File: src/hdl/jvp_div.sv
// Pipelined restoring divider, one quotient bit per register stage.
// Standalone; carries an opaque sideband word alongside each request.
module jvp_div #(
	parameter int NUM_W  = 16,
	parameter int DEN_W  = 16,
	parameter int SIDE_W = 1
) (
	input  logic              clk,
	input  logic              arst_n,
	input  logic              in_valid,
	input  logic [DEN_W-1:0]  in_rem,   // must be below in_den
	input  logic [NUM_W-1:0]  in_num,
	input  logic [DEN_W-1:0]  in_den,
	input  logic [SIDE_W-1:0] in_side,
	output logic              out_valid,
	output logic [NUM_W-1:0]  out_quo,
	output logic [SIDE_W-1:0] out_side
);

	logic              valid_s [0:NUM_W];
	logic [DEN_W-1:0]  rem_s   [0:NUM_W];
	logic [NUM_W-1:0]  num_s   [0:NUM_W]; // dividend bits out, quotient bits in
	logic [DEN_W-1:0]  den_s   [0:NUM_W];
	logic [SIDE_W-1:0] side_s  [0:NUM_W];

	assign valid_s[0] = in_valid;
	assign rem_s[0]   = in_rem;
	assign num_s[0]   = in_num;
	assign den_s[0]   = in_den;
	assign side_s[0]  = in_side;

	for (genvar k = 0; k < NUM_W; k++) begin : g_stage
		logic [DEN_W:0] trial;
		logic [DEN_W:0] diff;
		logic           ge;

		always_comb begin
			trial = {rem_s[k], num_s[k][NUM_W-1]};
			diff  = trial - {1'b0, den_s[k]};
			ge    = trial >= {1'b0, den_s[k]};
		end

		always_ff @(posedge clk or negedge arst_n) begin
			if (!arst_n) begin
				valid_s[k+1] <= 1'b0;
			end else begin
				valid_s[k+1] <= valid_s[k];
			end
		end

		always_ff @(posedge clk) begin
			rem_s[k+1]  <= ge ? diff[DEN_W-1:0] : trial[DEN_W-1:0];
			num_s[k+1]  <= {num_s[k][NUM_W-2:0], ge};
			den_s[k+1]  <= den_s[k];
			side_s[k+1] <= side_s[k];
		end
	end

	assign out_valid = valid_s[NUM_W];
	assign out_quo   = num_s[NUM_W];
	assign out_side  = side_s[NUM_W];

endmodule

File: config.mk
export PLATFORM = sky130hd
export DESIGN_NAME = jvp_div
export DESIGN_NICKNAME = d
export VERILOG_FILES = /design/src/hdl/jvp_div.sv
export SDC_FILE = /design/constraint.sdc
export NUM_CORES = 1
export LEC_CHECK = 0
export BUFFER_PORTS_ARGS = -buffer_cell sky130_fd_sc_hd__buf_4
export CAP_MARGIN = 20
export CORE_MARGIN = 1.5
export CORE_UTILIZATION = 60
export CTS_BUF_LIST = sky130_fd_sc_hd__clkbuf_16
export CTS_CLUSTER_DIAMETER = 200
export DETAILED_ROUTE_END_ITERATION = 16
export GPL_TIMING_DRIVEN = 1
export MAX_ROUTING_LAYER = met4
export PLACE_DENSITY = 0.74
export REMOVE_ABC_BUFFERS = 1
export SYNTH_ARGS = -nofsm -noshare
export SYNTH_HDL_FRONTEND = slang
export SYNTH_SLANG_ARGS = --single-unit
File: constraint.sdc
create_clock -name clk -period 7.1 [get_ports clk]
set_input_delay 0.71 -clock clk [delete_from_list [all_inputs] [get_ports clk]]
set_output_delay 0.71 -clock clk [all_outputs]
set_load 0.05 [all_outputs]
==> metrics <==
outcome finished clean; Cells on Worst Hold Path 1; first-pass GRT wire length 102 mm; vias in the first global route 20,600; Die X 228 µm; final core utilization 0.680; register area share after synthesis 0.508; Initial Util 0.607; initial antenna violation count 1; H-tree levels 3; maximum buffer depth of the clock tree 3; CP startpoint kind flip-flop; RR Startpoint den_s[182]; CP dominant cell by count and3_1; clock latency on the worst-skew pair 0.60 ns; clk sinks 768; TNS Setup 0 ns; number of remaining DRC errors 0; Post-DP HPWL 48.0 mm; proportion of layout cells with a drive suffix above 1 0.106; DR WL/cell 16.6 µm; max_cap viols 0; Post-synth ARST share 0.0208; grt met3 use 0.0428; fin. max-slew vios 0; top-area cell type share of the netlist area 0.495; Final min period 3.89 ns; R2R Path End g_stage[6].trial[3]; crit-path cells inv_1 > ha_1 > a211o_1 > and3_1 > or4_1 > and3_1 > a311o_1 > o21a_1 > a2111oi_4 > buf_4 > mux2_2; Synth area leader dfxtp_1; Switching Power 6180 µW; Synth Flop Type dfxtp_1; CTS tree done; Die Ht 228 µm; CP required 7.58 ns; Nets 3,370; Synth Warn # 0; total grt overflow 0; Cell Pwr Density 511 nW/µm²; top-count cell post-synth dfxtp_1; largest net degree at the start of global routing 33; via/cell ratio 5.49; Global Route Usage Sum 0.249; syn_area_per_cell 10.3 µm²; WHS Endpoint num_s[252]; final worst-path setup slack 3.21 ns; Reg clk slew, reported paths 0.06 ns; Inst Count DP 3,639; Routed Antenna Nets 0; RSZ-0062 raised after global routing no; combinational power share 0.427; Worst Hold Launch in_num[11]; total number of vias 20,700; TritonCTS Buffers 75; upper clock frequency limit 257 MHz; slew margin rel. 0.314; GR Layer Usage met2 0.411; Final period util 0.548; worst-case clock skew 0.0154 ns; crit-path max FO 10; Place WS 3.24 ns; Pre-Repair DR Iteration Count 7; #FFs+latches synth 768; Clk pwr share 0.221; Setup CP Type flip-flop to flip-flop; io pins 70; Flop pwr share 0.352; Slew @ Worst Pin 1.00 ns; Synth Cell Area 30,400 µm²; grt met1 use 0.305; CP peak stage delay 0.68 ns; endpoints failing setup 0; clock root buffer clkbuf_16; core area 50,100 µm²; number of library cell types mapped by synthesis 73; R2R Setup Slk 3.21 ns; gr busiest metal met2; hold crit path type input pin to flip-flop; Non-Filler Instances 3,775; Cells after Synth 2,947; WL final 62.8 mm; Worst Path Arrival 4.37 ns; row count 82; Switching Share 0.356; CP max-delay cell a2111oi_4; Iter 0 DRT Violations 1,208; Internal 11,200 µW; Post-synth EDFFs 0; Worst setup EP type flip-flop; worst reg2reg path depth 11; Port Buffers 69; Final Hold Viols 0; die area 52,000 µm²; Total Power 17,400 µW; GP Congestion 0.962; Commonest cells post-synth dfxtp_1 (752), inv_1 (317), ha_1 (256); VDD IR max 0.311 mV; synth top area cells dfxtp_1 (50%), ha_1 (11%), mux2_2 (4.4%); leakage 0.0157 µW; Area growth syn-to-layout 11.9%
## critical path, delay by kind of cell (launching register included)
family,cells,cell delay [ns]
flops,1,0.32
fa+ha+maj,1,0.34
compound gates,4,1.60
mux,1,0.35
buf+inv,2,0.36
simple gates,3,0.79
## cell families (layout without fill, tap and decap cells)
kind of cell               after synthesis  after routing  share of synthesized area
adders and majority gates              271            271                      0.115
buffers and inverters                  375            530                     0.0486
AOI/OAI and AO/OA                      679            679                      0.141
muxes                                  139            139                     0.0506
DFF                                    768            768                      0.508
other                                    0              1                          0
and+or+nand+nor                        545            545                     0.0869
xor gates and xnor gates               170            170                     0.0490
## power groups by stage
stage               clock, µW  combinational, µW  sequential [µW]
finish                   3850               7420             6110
global route             4110               8250             6220
CTS                      3940               7360             6120
detailed placement          0               7280             6200
global placement            0               7110             6180
floorplan                   0               5600             6080
## routing by layer
metal / part of all wire / vias up
met5: 0 / -
li1: - / 10400
met2: 0.47 / 478
met4: 0.035 / 0
met3: 0.048 / 158
met1: 0.44 / 9711
## registers in the layout, summed over array words and instances, names as in the netlist
signal	count
out_side	1
den_s	240
side_s	15
g_stage.trial	255
num_s	225
valid_s	15
out_quo	16
out_valid	1
## what timing repair did
| item | 4_1_cts | 5_1_grt |
|---|---|---|
| hold endpoints to repair | 16 | 0 |
| hold buffers | 1 | 0 |
| setup buffers | 0 | 0 |
| gates resized for setup | 0 | 0 |
## per-stage QoR
stage          hold slack, ns  instance area, µm²
2_1_floorplan           0.310               30100
3_3_place_gp            0.310               31600
3_5_place_dp            0.312               31600
4_1_cts                 0.174               34000
5_1_grt                 0.180               34000
6_report                0.215               34000
## cell type report
class                      count  area [µm²]
fill                        3961       16000
sequential                   768       15500
multi-input combinational   1804       13500
clock buffer                  75        1880
inverter                     317        1190
tap                          672         841
timing repair buffer          81         638
clock inverter                57         523
antenna                        1        2.50
## worst max path at each step
stage | startpoint | endpoint | slack (ns) | cells past startpoint
floorplan | den_s[182] | g_stage[6].trial[10] | 3.52 | 10
global placement | den_s[182] | g_stage[6].trial[5] | 3.29 | 11
detailed placement | den_s[182] | g_stage[6].trial[4] | 3.24 | 11
CTS | den_s[182] | g_stage[6].trial[3] | 3.19 | 11
global route | den_s[183] | g_stage[6].trial[3] | 3.04 | 11
finish | den_s[182] | g_stage[6].trial[3] | 3.21 | 11
## cell usage in the layout (no fill, tap or decap), types with 36 or more instances in the layout
cell type and instances:
ha_1 256, buf_4 78, nor2_1 149, clkbuf_16 75, dfxtp_1 752, nor3_1 36, xnor2_1 105, inv_1 331
o21ai_0 165, nand2_1 141, mux2_2 118, xor2_1 65, a21o_1 66, o21a_1 53, a21oi_1 201, nand2b_1 41
No activity file was read; power rests on OpenSTA's default activity.
